File: src/hw/rtl/assert_macros.svh
// Assertion macros shared by the LED controller RTL.
// No dependencies; compiled out when SYNTHESIS is defined.
`ifndef ASSERT_MACROS_SVH
`define ASSERT_MACROS_SVH
`ifndef SYNTHESIS
`define MLPB_ASSERT(name, clk, rst_n, prop) \
  name: assert property (@(posedge clk) disable iff (!rst_n) (prop)) \
    else $error("assertion failed");
`define MLPB_ASSERT_DEF(name, prop) `MLPB_ASSERT(name, clk_i, rst_ni, prop)
`else
`define MLPB_ASSERT(name, clk, rst_n, prop)
`define MLPB_ASSERT_DEF(name, prop)
`endif
`endif

File: src/hw/rtl/mlpb_pkg.sv
// Types and constants of the multi LED PWM / blink controller.
// No dependencies.
package mlpb_pkg;

  localparam int unsigned LedCount = 4;
  localparam int unsigned IdxW     = 2;
  localparam int unsigned RateW    = 16;
  localparam int unsigned CmdW     = 3;

  localparam logic [LedCount-1:0] MaskReset = 4'hF;

  typedef enum logic [CmdW-1:0] {
    CmdTick   = 3'd0,
    CmdOn     = 3'd1,
    CmdOff    = 3'd2,
    CmdToggle = 3'd3,
    CmdPwm    = 3'd4,
    CmdBlink  = 3'd5
  } cmd_e;

  typedef enum logic [1:0] {
    ModeNormal = 2'd0,
    ModePwm    = 2'd1,
    ModeBlink  = 2'd2
  } chan_mode_e;

  typedef struct packed {
    logic [CmdW-1:0]  mode;
    logic [IdxW-1:0]  led_index;
    logic [RateW-1:0] rate_value;
  } cmd_word_t;

  // Per-channel control from the top level
  typedef struct packed {
    logic             fire;
    logic [CmdW-1:0]  cmd;
    logic             hit;
    logic [RateW-1:0] rate;
  } led_ctl_t;

endpackage

File: src/hw/rtl/mlpb_cmd_if.sv
// Command / tick channel of the LED controller.
// Depends on mlpb_pkg.
interface mlpb_cmd_if;
  logic                         valid;
  logic                         ready;
  logic [mlpb_pkg::CmdW-1:0]    mode;
  logic [mlpb_pkg::IdxW-1:0]    led_index;
  logic [mlpb_pkg::RateW-1:0]   rate_value;

  modport source (output valid, mode, led_index, rate_value, input ready);
  modport sink   (input valid, mode, led_index, rate_value, output ready);
endinterface

File: src/hw/rtl/mlpb_pins_if.sv
// Pin level result channel of the LED controller.
// Depends on mlpb_pkg.
interface mlpb_pins_if;
  logic                           valid;
  logic                           ready;
  logic [mlpb_pkg::LedCount-1:0]  pin_levels;

  modport source (output valid, pin_levels, input ready);
  modport sink   (input valid, pin_levels, output ready);
endinterface

File: src/hw/rtl/mlpb_cfg_if.sv
// Configuration write channel (polarity mask) of the LED controller.
// Depends on mlpb_pkg.
interface mlpb_cfg_if;
  logic                           valid;
  logic                           ready;
  logic [mlpb_pkg::LedCount-1:0]  active_high_mask;

  modport source (output valid, active_high_mask, input ready);
  modport sink   (input valid, active_high_mask, output ready);
endinterface

File: src/hw/rtl/mlpb_channel.sv
// One LED channel: mode, rate, tick counter, PWM phase and pin bit.
// Depends on mlpb_pkg and assert_macros.svh.
`include "assert_macros.svh"
module mlpb_channel #(
  parameter int unsigned PWM_PERIOD = 20,
  parameter logic        PIN_RESET  = 1'b0
) (
  input  logic               clk_i,
  input  logic               rst_ni,
  input  mlpb_pkg::led_ctl_t ctl_i,
  input  logic               mask_i,
  output logic               pin_o,
  output logic               pin_next_o
);
  import mlpb_pkg::*;

  localparam logic [RateW:0] PeriodW = (RateW+1)'(PWM_PERIOD);

  chan_mode_e       mode_q, mode_d;
  logic [RateW-1:0] rate_q, rate_d;
  logic [RateW-1:0] count_q, count_d;
  logic             phase_q, phase_d;
  logic             pin_q, pin_d;
  logic [RateW-1:0] count_dec;
  logic             duty_full;

  assign count_dec = count_q - RateW'(1);
  assign duty_full = {1'b0, rate_q} >= PeriodW;

  always_comb begin
    mode_d  = mode_q;
    rate_d  = rate_q;
    count_d = count_q;
    phase_d = phase_q;
    pin_d   = pin_q;
    if (ctl_i.fire) begin
      if (cmd_e'(ctl_i.cmd) == CmdTick) begin
        case (mode_q)
          ModePwm: begin
            if (rate_q == '0) begin
              pin_d = ~mask_i;
            end else if (duty_full) begin
              pin_d = mask_i;
            end else begin
              count_d = count_dec;
              if (count_dec == '0) begin
                if (phase_q) begin
                  pin_d   = ~mask_i;
                  count_d = RateW'(PeriodW - {1'b0, rate_q});
                  phase_d = 1'b0;
                end else begin
                  pin_d   = mask_i;
                  count_d = rate_q;
                  phase_d = 1'b1;
                end
              end
            end
          end
          ModeBlink: begin
            count_d = count_dec;
            if (count_dec == '0) begin
              pin_d   = ~pin_q;
              count_d = rate_q;
            end
          end
          default: ;
        endcase
      end else if (ctl_i.hit) begin
        case (cmd_e'(ctl_i.cmd))
          CmdOn: begin
            pin_d  = mask_i;
            mode_d = ModeNormal;
          end
          CmdOff: begin
            pin_d  = ~mask_i;
            mode_d = ModeNormal;
          end
          CmdToggle: pin_d = ~pin_q;
          CmdPwm: begin
            mode_d  = ModePwm;
            rate_d  = ctl_i.rate;
            count_d = ctl_i.rate;
            phase_d = 1'b1;
          end
          CmdBlink: begin
            mode_d  = ModeBlink;
            rate_d  = ctl_i.rate;
            count_d = ctl_i.rate;
          end
          default: ;
        endcase
      end
    end
  end

  always_ff @(posedge clk_i or negedge rst_ni) begin
    if (!rst_ni) begin
      mode_q  <= ModeNormal;
      rate_q  <= '0;
      count_q <= '0;
      phase_q <= 1'b1;
      pin_q   <= PIN_RESET;
    end else begin
      mode_q  <= mode_d;
      rate_q  <= rate_d;
      count_q <= count_d;
      phase_q <= phase_d;
      pin_q   <= pin_d;
    end
  end

  assign pin_o      = pin_q;
  assign pin_next_o = pin_d;

  `MLPB_ASSERT_DEF(a_onoff_normal, ctl_i.fire && ctl_i.hit && (ctl_i.cmd == CmdOn || ctl_i.cmd == CmdOff) |=> mode_q == ModeNormal)
  `MLPB_ASSERT_DEF(a_pwm_load, ctl_i.fire && ctl_i.hit && ctl_i.cmd == CmdPwm |=> mode_q == ModePwm && phase_q && count_q == $past(ctl_i.rate))
  `MLPB_ASSERT_DEF(a_blink_wrap, ctl_i.fire && ctl_i.cmd == CmdTick && mode_q == ModeBlink && count_q == RateW'(1) |=> pin_q != $past(pin_q) && count_q == rate_q)
endmodule

File: src/hw/rtl/multi_led_pwm_blink_controller_top.sv
// Multi LED controller: normal, PWM and blink modes on four pins.
// Depends on mlpb_pkg, the channel interfaces, mlpb_channel and assert_macros.svh.
// Path: input reg holds the command word; result reg takes its result when the output is free.
// Throughput: one word per cycle while the result side is ready; all channels update in parallel in one pass.
// Reset: every channel in normal mode, polarity mask all ones, all LEDs off.
`include "assert_macros.svh"
module multi_led_pwm_blink_controller_top #(
  parameter int unsigned PWM_PERIOD = 20
) (
  input  logic clk_i,
  input  logic rst_ni,
  mlpb_cmd_if.sink    cmd_i,
  mlpb_cfg_if.sink    cfg_i,
  mlpb_pins_if.source pins_o
);
  import mlpb_pkg::*;

  logic                in_valid_q, in_valid_d;
  cmd_word_t           item_q;
  logic                out_valid_q, out_valid_d;
  logic [LedCount-1:0] pins_q;
  logic [LedCount-1:0] mask_q;
  logic [LedCount-1:0] pin_cur;
  logic [LedCount-1:0] pin_next;
  logic                out_free;
  logic                fire;
  logic                cmd_take;

  assign out_free    = !out_valid_q || pins_o.ready;
  assign fire        = in_valid_q && out_free;
  assign cmd_i.ready = !in_valid_q || fire;
  assign cmd_take    = cmd_i.valid && cmd_i.ready;
  assign cfg_i.ready = 1'b1;

  assign in_valid_d  = cmd_take ? 1'b1 : (fire ? 1'b0 : in_valid_q);
  assign out_valid_d = fire ? 1'b1 : (pins_o.ready ? 1'b0 : out_valid_q);

  always_ff @(posedge clk_i or negedge rst_ni) begin
    if (!rst_ni) begin
      in_valid_q  <= 1'b0;
      out_valid_q <= 1'b0;
      mask_q      <= MaskReset;
    end else begin
      in_valid_q  <= in_valid_d;
      out_valid_q <= out_valid_d;
      if (cfg_i.valid && cfg_i.ready) begin
        mask_q <= cfg_i.active_high_mask;
      end
    end
  end

  always_ff @(posedge clk_i) begin
    if (cmd_take) begin
      item_q.mode       <= cmd_i.mode;
      item_q.led_index  <= cmd_i.led_index;
      item_q.rate_value <= cmd_i.rate_value;
    end
    if (fire) begin
      pins_q <= pin_next;
    end
  end

  for (genvar i = 0; i < LedCount; i++) begin : g_chan
    led_ctl_t ctl;
    assign ctl.fire = fire;
    assign ctl.cmd  = item_q.mode;
    assign ctl.hit  = item_q.led_index == IdxW'(i);
    assign ctl.rate = item_q.rate_value;

    mlpb_channel #(
      .PWM_PERIOD (PWM_PERIOD),
      .PIN_RESET  (~MaskReset[i])
    ) u_chan (
      .clk_i      (clk_i),
      .rst_ni     (rst_ni),
      .ctl_i      (ctl),
      .mask_i     (mask_q[i]),
      .pin_o      (pin_cur[i]),
      .pin_next_o (pin_next[i])
    );
  end

  assign pins_o.valid      = out_valid_q;
  assign pins_o.pin_levels = pins_q;

  `MLPB_ASSERT_DEF(a_fire_out_valid, fire |=> out_valid_q)
  `MLPB_ASSERT_DEF(a_out_matches_pins, fire |=> pins_q == pin_cur)
  `MLPB_ASSERT_DEF(a_item_kept, in_valid_q && !fire |=> in_valid_q && $stable(item_q))
endmodule
File: src/flat_wrapper.sv
// flat-port wrapper written by rule: the top's interface ports become plain ports
module multi_led_pwm_blink_controller_top_flat import mlpb_pkg::*;
#(
  parameter int unsigned PWM_PERIOD = 20
)
  (clk_i, rst_ni, cmd_i_valid, cmd_i_mode, cmd_i_led_index, cmd_i_rate_value, cmd_i_ready, cfg_i_valid, cfg_i_active_high_mask, cfg_i_ready, pins_o_valid, pins_o_pin_levels, pins_o_ready);
  mlpb_cmd_if cmd_i_i ();
  mlpb_cfg_if cfg_i_i ();
  mlpb_pins_if pins_o_i ();
  input  logic clk_i;
  input  logic rst_ni;
  input wire logic [$bits(cmd_i_i.valid)-1:0] cmd_i_valid;
  input wire logic [$bits(cmd_i_i.mode)-1:0] cmd_i_mode;
  input wire logic [$bits(cmd_i_i.led_index)-1:0] cmd_i_led_index;
  input wire logic [$bits(cmd_i_i.rate_value)-1:0] cmd_i_rate_value;
  output wire logic [$bits(cmd_i_i.ready)-1:0] cmd_i_ready;
  input wire logic [$bits(cfg_i_i.valid)-1:0] cfg_i_valid;
  input wire logic [$bits(cfg_i_i.active_high_mask)-1:0] cfg_i_active_high_mask;
  output wire logic [$bits(cfg_i_i.ready)-1:0] cfg_i_ready;
  output wire logic [$bits(pins_o_i.valid)-1:0] pins_o_valid;
  output wire logic [$bits(pins_o_i.pin_levels)-1:0] pins_o_pin_levels;
  input wire logic [$bits(pins_o_i.ready)-1:0] pins_o_ready;
  assign cmd_i_i.valid = cmd_i_valid;
  assign cmd_i_i.mode = cmd_i_mode;
  assign cmd_i_i.led_index = cmd_i_led_index;
  assign cmd_i_i.rate_value = cmd_i_rate_value;
  assign cmd_i_ready = cmd_i_i.ready;
  assign cfg_i_i.valid = cfg_i_valid;
  assign cfg_i_i.active_high_mask = cfg_i_active_high_mask;
  assign cfg_i_ready = cfg_i_i.ready;
  assign pins_o_valid = pins_o_i.valid;
  assign pins_o_pin_levels = pins_o_i.pin_levels;
  assign pins_o_i.ready = pins_o_ready;
  multi_led_pwm_blink_controller_top #(.PWM_PERIOD(PWM_PERIOD)) u_core (.clk_i(clk_i), .rst_ni(rst_ni), .cmd_i(cmd_i_i), .cfg_i(cfg_i_i), .pins_o(pins_o_i));
endmodule
File: config.mk
export PLATFORM = sky130hd
export DESIGN_NAME = multi_led_pwm_blink_controller_top_flat
export DESIGN_NICKNAME = d
export VERILOG_FILES = /design/src/hw/rtl/mlpb_pkg.sv /design/src/hw/rtl/mlpb_cmd_if.sv /design/src/hw/rtl/mlpb_pins_if.sv /design/src/hw/rtl/mlpb_cfg_if.sv /design/src/hw/rtl/mlpb_channel.sv /design/src/hw/rtl/multi_led_pwm_blink_controller_top.sv /design/src/flat_wrapper.sv
export VERILOG_INCLUDE_DIRS = /design/src /design/src/hw/rtl
export SDC_FILE = /design/constraint.sdc
export NUM_CORES = 1
export LEC_CHECK = 0
export BUFFER_PORTS_ARGS = -buffer_cell sky130_fd_sc_hd__buf_2
export CAP_MARGIN = 25
export CORE_MARGIN = 3
export CORE_UTILIZATION = 47
export CTS_BUF_LIST = sky130_fd_sc_hd__clkbuf_4
export DETAILED_ROUTE_END_ITERATION = 8
export PLACE_DENSITY = 0.6
export SETUP_SLACK_MARGIN = 0.05
export SLEW_MARGIN = 0
export SYNTH_ARGS = -nofsm -noshare
export SYNTH_HDL_FRONTEND = slang
export SYNTH_SLANG_ARGS = --single-unit
File: constraint.sdc
create_clock -name clk_i -period 4.9 [get_ports clk_i]
set_clock_uncertainty 0.2 [all_clocks]
set_input_delay 0.49 -clock clk_i [delete_from_list [all_inputs] [get_ports clk_i]]
set_output_delay 0.49 -clock clk_i [all_outputs]
set_load 0.02 [all_outputs]
Yosys cells after proc, flatten, opt, wreduce, memory -nomap -nowiden
Index checks and enable logic that the tools add are counted.
Storage, ports and cells
  register bits: 175
  output and inout port bits: 7
  logic and storage cells: 242
Operators by class
  multiplexer cells: 107
  $lt $le $gt $ge: 4
  reductions and logical operators: 43
  add/subtract/negate cells: 8
  bitwise gates (word level): 9
  equal/unequal tests: 44
Operators with widths (count)
  $mux W16: 29
  $logic_not A16 Y1: 8
  $pmux W16 S2: 4
  $mux W1: 65
  $ge A16 B5 Y1 const B: 4
  $sub A16 B1 Y16 const B: 4
  $sub A5 B16 Y16 const A: 4
  $ne A3 B3 Y1 const B: 11
  $reduce_and A4 Y1: 8
  $ne A2 B2 Y1 const B: 14
  $reduce_and A7 Y1: 4
  $reduce_and A6 Y1: 4
  $reduce_bool A2 Y1: 8
  $eq A2 B2 Y1 const B: 6
  $pmux W1 S3: 4
  $eq A2 B1 Y1 const B: 5
  $not A1 Y1: 9
  $pmux W1 S2: 4
  $eq A3 B2 Y1 const B: 2
  $eq A3 B3 Y1 const B: 2
  $pmux W2 S3: 1
  $ne A2 B1 Y1 const B: 2
  $reduce_or A2 Y1: 2
  $eq A3 B1 Y1 const B: 1
  other kinds (7): 10

Logic depth before layout (Yosys ltp)
  word-level depth: 8
  mapped depth: 13

Cells and area by module
A second synthesis with hierarchy kept.
Unflattened totals
  cells, all modules: 1349
  area total of the unflattened synthesis: 12305.6 um^2
Modules (own cells, without submodules)
  mlpb_channel (u_core.g_chan[0].u_chan ...): cells each 321, instances 2, area an instance 2800.2 um^2
  mlpb_channel (u_core.g_chan[2].u_chan): cells each 335, instances 1, area an instance 2870.3 um^2
  mlpb_channel (u_core.g_chan[3].u_chan): cells each 325, instances 1, area an instance 2811.4 um^2
  multi_led_pwm_blink_controller_top: cells each 47, instances 1, area an instance 1023.5 um^2

Worst setup path after synthesis
No wires, ideal clock.
  path type: reg-to-reg
  from: reg u_core.g_chan[1].u_chan.count_q[0]
  to: reg u_core.pins_q[1] (netlist: u_core.pins_o.pin_levels[1]) (data pin)
  setup slack: 1.440 ns
  library setup time: 0.269 ns
  stages on the path, launching flop included: 14
  period minus slack after synthesis: 3.460 ns
  path buffers: 3
  required time: 4.431 ns
  arrival: 2.991 ns
  cell sequence: dfrtp_1 -> inv_1 -> ha_1 -> or4b_1 -> buf_2 -> or3_4 -> a2111oi_2 -> o2111a_1 -> and2b_1 -> buf_6 -> buf_6 -> nand2_1 -> o311a_1 -> a2bb2oi_2
Between the ends
  cells in the longest elaborated chain, start to end: 8
  elaborated cells between the ends (all ways): 9
  those cells by class: add/sub (1); mux (7); reduce/logical (1)
RTL lines
  from (decl): line mlpb_channel.sv:21  | logic [RateW-1:0] count_q, count_d;
  from (signal assigned): line mlpb_channel.sv:106  | count_q <= count_d;
  $sub A16 B1 Y16 *: line mlpb_channel.sv:27  | assign count_dec = count_q - RateW'(1);
  $logic_not A16 Y1 *: line mlpb_channel.sv:46, mlpb_channel.sv:61
  $mux W1: line mlpb_channel.sv:46  | if (count_dec == '0) begin
  $mux W1: line mlpb_channel.sv:42  | end else if (duty_full) begin
  $mux W1: line mlpb_channel.sv:40  | if (rate_q == '0) begin
  $pmux W1 S2 *: line mlpb_channel.sv:38  | case (mode_q)
  $mux W1 *: line mlpb_channel.sv:37  | if (cmd_e'(ctl_i.cmd) == CmdTick) begin
  $mux W1 *: line mlpb_channel.sv:36  | if (ctl_i.fire) begin
  named net u_core.g_chan[1].u_chan.pin_next_o: line mlpb_channel.sv:13  | output logic pin_next_o
  to (signal assigned): line multi_led_pwm_blink_controller_top.sv:59  | pins_q <= pin_next;
  to (decl): line multi_led_pwm_blink_controller_top.sv:21  | logic [LedCount-1:0] pins_q;
The timed path passes the listed nets; every way through them passes the cells marked *.
A chain may end at the register's enable or synchronous reset.

Worst setup path in the final report
  from: reg u_core.g_chan[0].u_chan.count_q[0]
  to: reg u_core.pins_q[0] (netlist: u_core.pins_o.pin_levels[0]) (data pin)
Between the ends
  cells in the longest elaborated chain, start to end: 8
  elaborated cells between the ends (all ways): 9
  those cells by class: add/sub (1); mux (7); reduce/logical (1)
RTL lines (line)
  from (decl): mlpb_channel.sv:21
  from (signal assigned): mlpb_channel.sv:106
  $sub A16 B1 Y16 *: mlpb_channel.sv:27
  $logic_not A16 Y1 *: mlpb_channel.sv:46, mlpb_channel.sv:61
  $mux W1: mlpb_channel.sv:46
  $mux W1: mlpb_channel.sv:42
  $mux W1: mlpb_channel.sv:40
  $pmux W1 S2 *: mlpb_channel.sv:38
  $mux W1 *: mlpb_channel.sv:37
  $mux W1 *: mlpb_channel.sv:36
  named net u_core.g_chan[0].u_chan.pin_next_o: mlpb_channel.sv:13
Marked as above.

==> flow_summary_export.csv <==
group,metric,value,unit
timing,drv_slew,0,
clocking,cts_hold_repair.buffers,30,
floorplanning,num_rows,56,
timing,max_freq,261,MHz
clocking,path_clk_slew,0.19,ns
setup_path,crit_path_top_delay_cell,"nor4b_1",
setup_path,cp.arrival,3.98,ns
global_route,grt_usage,26.6,%
pwr,totalPowerFinal,5.29,mW
yosys,syn_avg_cell_area,8.72,sq um
timing,fin_crit_sh,78.3,%
pwr,power.density,422,nW/um^2
global_route,grt_pass1_vias,9361,
setup_path,cp-end-kind,"register",
place,hpwlAfterDp,23800,microns
yosys,synthFlopType,"dfrtp_1",
yosys,syn_area,11400,sq um
global_route,grt_overflow,0,
clocking,clock_sinks,175,
routing,vias,10195,
setup_path,path_buf_inv,2,
floorplanning,die_w,162,microns
layout,final_nets,1395,
layout,num-fill-cells,2262,
timing,finalCriticalPeriod,3.84,ns
yosys,ys_ff_latch,175,
setup_path,cp.required,5.04,ns
yosys,synth_enable_flop_cells,25,
yosys,seq_area_frac_synth,39.5,%
min_path,hold_path_class,"input pin to asynchronous set/reset pin",
yosys,synth_nets,1361,
status,status,"completed",
pwr,peakVddDrop,0.186,mV
yosys,synth_cell_types,81,
routing,viasPerCell,6.07,
place,io_buffer_count,35,
pwr,combPwrFrac,34.0,%
layout,final_cell_count_no_fill,1679,
yosys,synth-async-reset-ratio,85.7,%
layout,multi_input_area,6480,sq um
clocking,cts_buffers,17,
setup_path,critPathLaunchType,"register",
place,place_inst,1615,
routing,drc,0,
floorplanning,die_h,162,microns
timing,tightest_slew,1.02,ns
timing,setup_viol,0,
pwr,switching_share,43.4,%
setup_path,cp_max_fo,21,
pwr,clkPwrFrac,16.7,%
setup_path,crit_type,"register to register",
routing,drt_pass1_iterations,5,
global_route,grt_max_degree,89,
yosys,synth_cells,1311,
routing,detail_route.wl_per_cell,20.4,microns
layout,final_common_cell,"nor2_1",
setup_path,crit_family,"simple AND/OR/NAND/NOR gates",
timing,rsz0062_at_grt,"false",
clocking,cts_setup_buffers,0,
layout,final_layout_size_suffix_gt1_share,13.3,%
clocking,cts.repair.resized,0,
timing,setup_tns,0,ns
setup_path,max_stage_delay,0.61,ns
floorplanning,pin_count,37,
layout,syn_to_final_growth,9.72,%
clocking,cts_buffer_depth,2,
setup_path,crit_chain,"inv_1 > ha_1 > or4b_1 > nor4b_1 > xnor2_1 > and3_1 > nand4_1 > buf_4 > mux2_1 > nand4_1 > a31oi_1",
setup_path,cp_common_cell,"nand4_1",
layout,layout_common_cells,"147 x nor2_1, 142 x dfrtp_1, 109 x a21oi_1, 106 x nand2_1, 60 x o21ai_0",
timing,relSlewSlack,31.9,%
pwr,p_sw,2.30,mW
floorplanning,coreArea,23700,sq um
floorplanning,initial_core_util,48.3,%
yosys,yosys_warnings,0,
clocking,cts_root_buffer,"clkbuf_4",
place,place_congestion,0.956,
global_route,grt_pass1_wl,54400,microns
routing,ant_nets,0,
pwr,cellLeakagePower,4.94,nW
timing,hold_viol,0,
clocking,clock_latency,0.60,ns
routing,routed_wirelength,34300,microns
pwr,p_int,3.00,mW
pwr,pwr-share-seq,49.3,%
run,cap_violations,0,
routing,drt_iter0_markers,917,
layout,seq_area,4510,sq um
global_route,antenna_found_initial,1,
clocking,cts_tree,"done",
floorplanning,dieArea,26200,sq um
clocking,ctsHtreeMaxLevel,4,
[synthesized netlist by cell type (all sizes together), types with 8 or more instances]
cell type / number / area (sq um)
nor2: 147 / 552
dfrtp: 142 / 3550
a21oi: 110 / 551
nand2: 106 / 398
o21ai: 88 / 440
mux2: 60 / 676
clkbuf: 56 / 210
nor3: 56 / 285
xnor2: 44 / 385
inv: 38 / 143
xor2: 35 / 307
nand3: 34 / 170
edfxtp: 25 / 751
a211oi: 23 / 173
a31oi: 23 / 144
nand2b: 22 / 138
ha: 20 / 250
or3: 19 / 124
buf: 18 / 108
nor4: 17 / 106
o22a: 15 / 131
o22ai: 14 / 87.6
o31ai: 14 / 105
or2: 12 / 75.1
and3: 10 / 62.6
nand3b: 10 / 75.1
nand4: 9 / 56.3
a21o: 8 / 60.1
a221oi: 8 / 70.1
dfstp: 8 / 210
nor2b: 8 / 50.1
o21a: 8 / 60.1
or4: 8 / 60.1
[power groups by stage]
stage	clock network, mW	logic [mW]	registers [mW]
floorplan	0	1.50	2.34
global placement	0	1.74	2.61
detailed placement	0	1.76	2.62
CTS	0.911	1.79	2.59
global route	0.967	2.02	2.70
finish	0.885	1.80	2.61
[registers in the layout (all words and copies together) (netlist names)]
signal,count
u_core.pins_o.pin_levels,4
u_core.in_valid_q,1
u_core.mask_q,4
u_core.g_chan.u_chan.pin_o,4
u_core.item_q,2
u_core.pins_o.valid,1
u_core.g_chan.u_chan.rate_q,64
u_core.g_chan.ctl,19
u_core.g_chan.u_chan.mode_q,8
u_core.g_chan.u_chan.count_q,64
u_core.g_chan.u_chan.phase_q,4
[layer usage]
layer / vias up / GRT usage (%) / share of wire [%]
met1: 4954 / 38.9 / 47
met4: 0 / 8.53 / 3.0
li1: 4869 / - / -
met2: 330 / 40.6 / 45
met5: - / 0 / 0
met3: 42 / 3.98 / 5.8
[worst paths after layout]
path,from,endpoint,slack (ns),cells after the start
min in group clk_i,u_core.g_chan[1].u_chan.count_q[15],u_core.g_chan[1].u_chan.count_q[15],0.33,2
worst min register to register,u_core.g_chan[1].u_chan.count_q[15],u_core.g_chan[1].u_chan.count_q[15],0.33,2
worst max register to register,u_core.g_chan[0].u_chan.count_q[0],u_core.pins_o.pin_levels[0],1.06,11
max in group asynchronous,rst_ni,u_core.mask_q[3],3.27,3
worst max-delay path,u_core.g_chan[0].u_chan.count_q[0],u_core.pins_o.pin_levels[0],1.06,11
worst min-delay path,rst_ni,u_core.g_chan[2].u_chan.count_q[6],0.33,2
[area by class of cell]
cell class / instances / share of cell area (%)
Inverter: 38 / 1.14
Timing Repair Buffer: 89 / 5.44
Multi-Input combinational cell: 1024 / 51.7
Sequential cell: 175 / 36.0
Antenna cell: 2 / 0.0399
Clock inverter: 15 / 1.50
Clock buffer: 17 / 1.02
Tap cell: 319 / 3.18
[cells by family (layout without fill, tap and decap cells)]
family / Yosys count / count (layout) / synth area share [%]
AO/OA/AOI/OAI: 374 / 374 / 21.0
XOR/XNOR: 79 / 79 / 6.05
flip-flops: 175 / 175 / 39.5
multiplexers: 66 / 66 / 6.44
buffers and inverters: 112 / 159 / 4.03
other: 1 / 3 / 0.0328
adder cells (fa/ha/maj): 20 / 20 / 2.19
AND/OR/NAND/NOR: 484 / 484 / 20.8
[through the flow]
step	area, sq um	util [%]	hold WS (ns)	setup WS (ns)
floorplan	11400	-	-0.00559	1.44
global placement	11900	50.2	0.280	1.22
detailed placement	11900	50.3	0.290	1.17
CTS	12500	52.9	0.325	1.12
global route	12500	52.9	0.325	0.846
finish	12500	52.9	0.326	1.06
No activity file was read; power rests on OpenSTA's default activity.
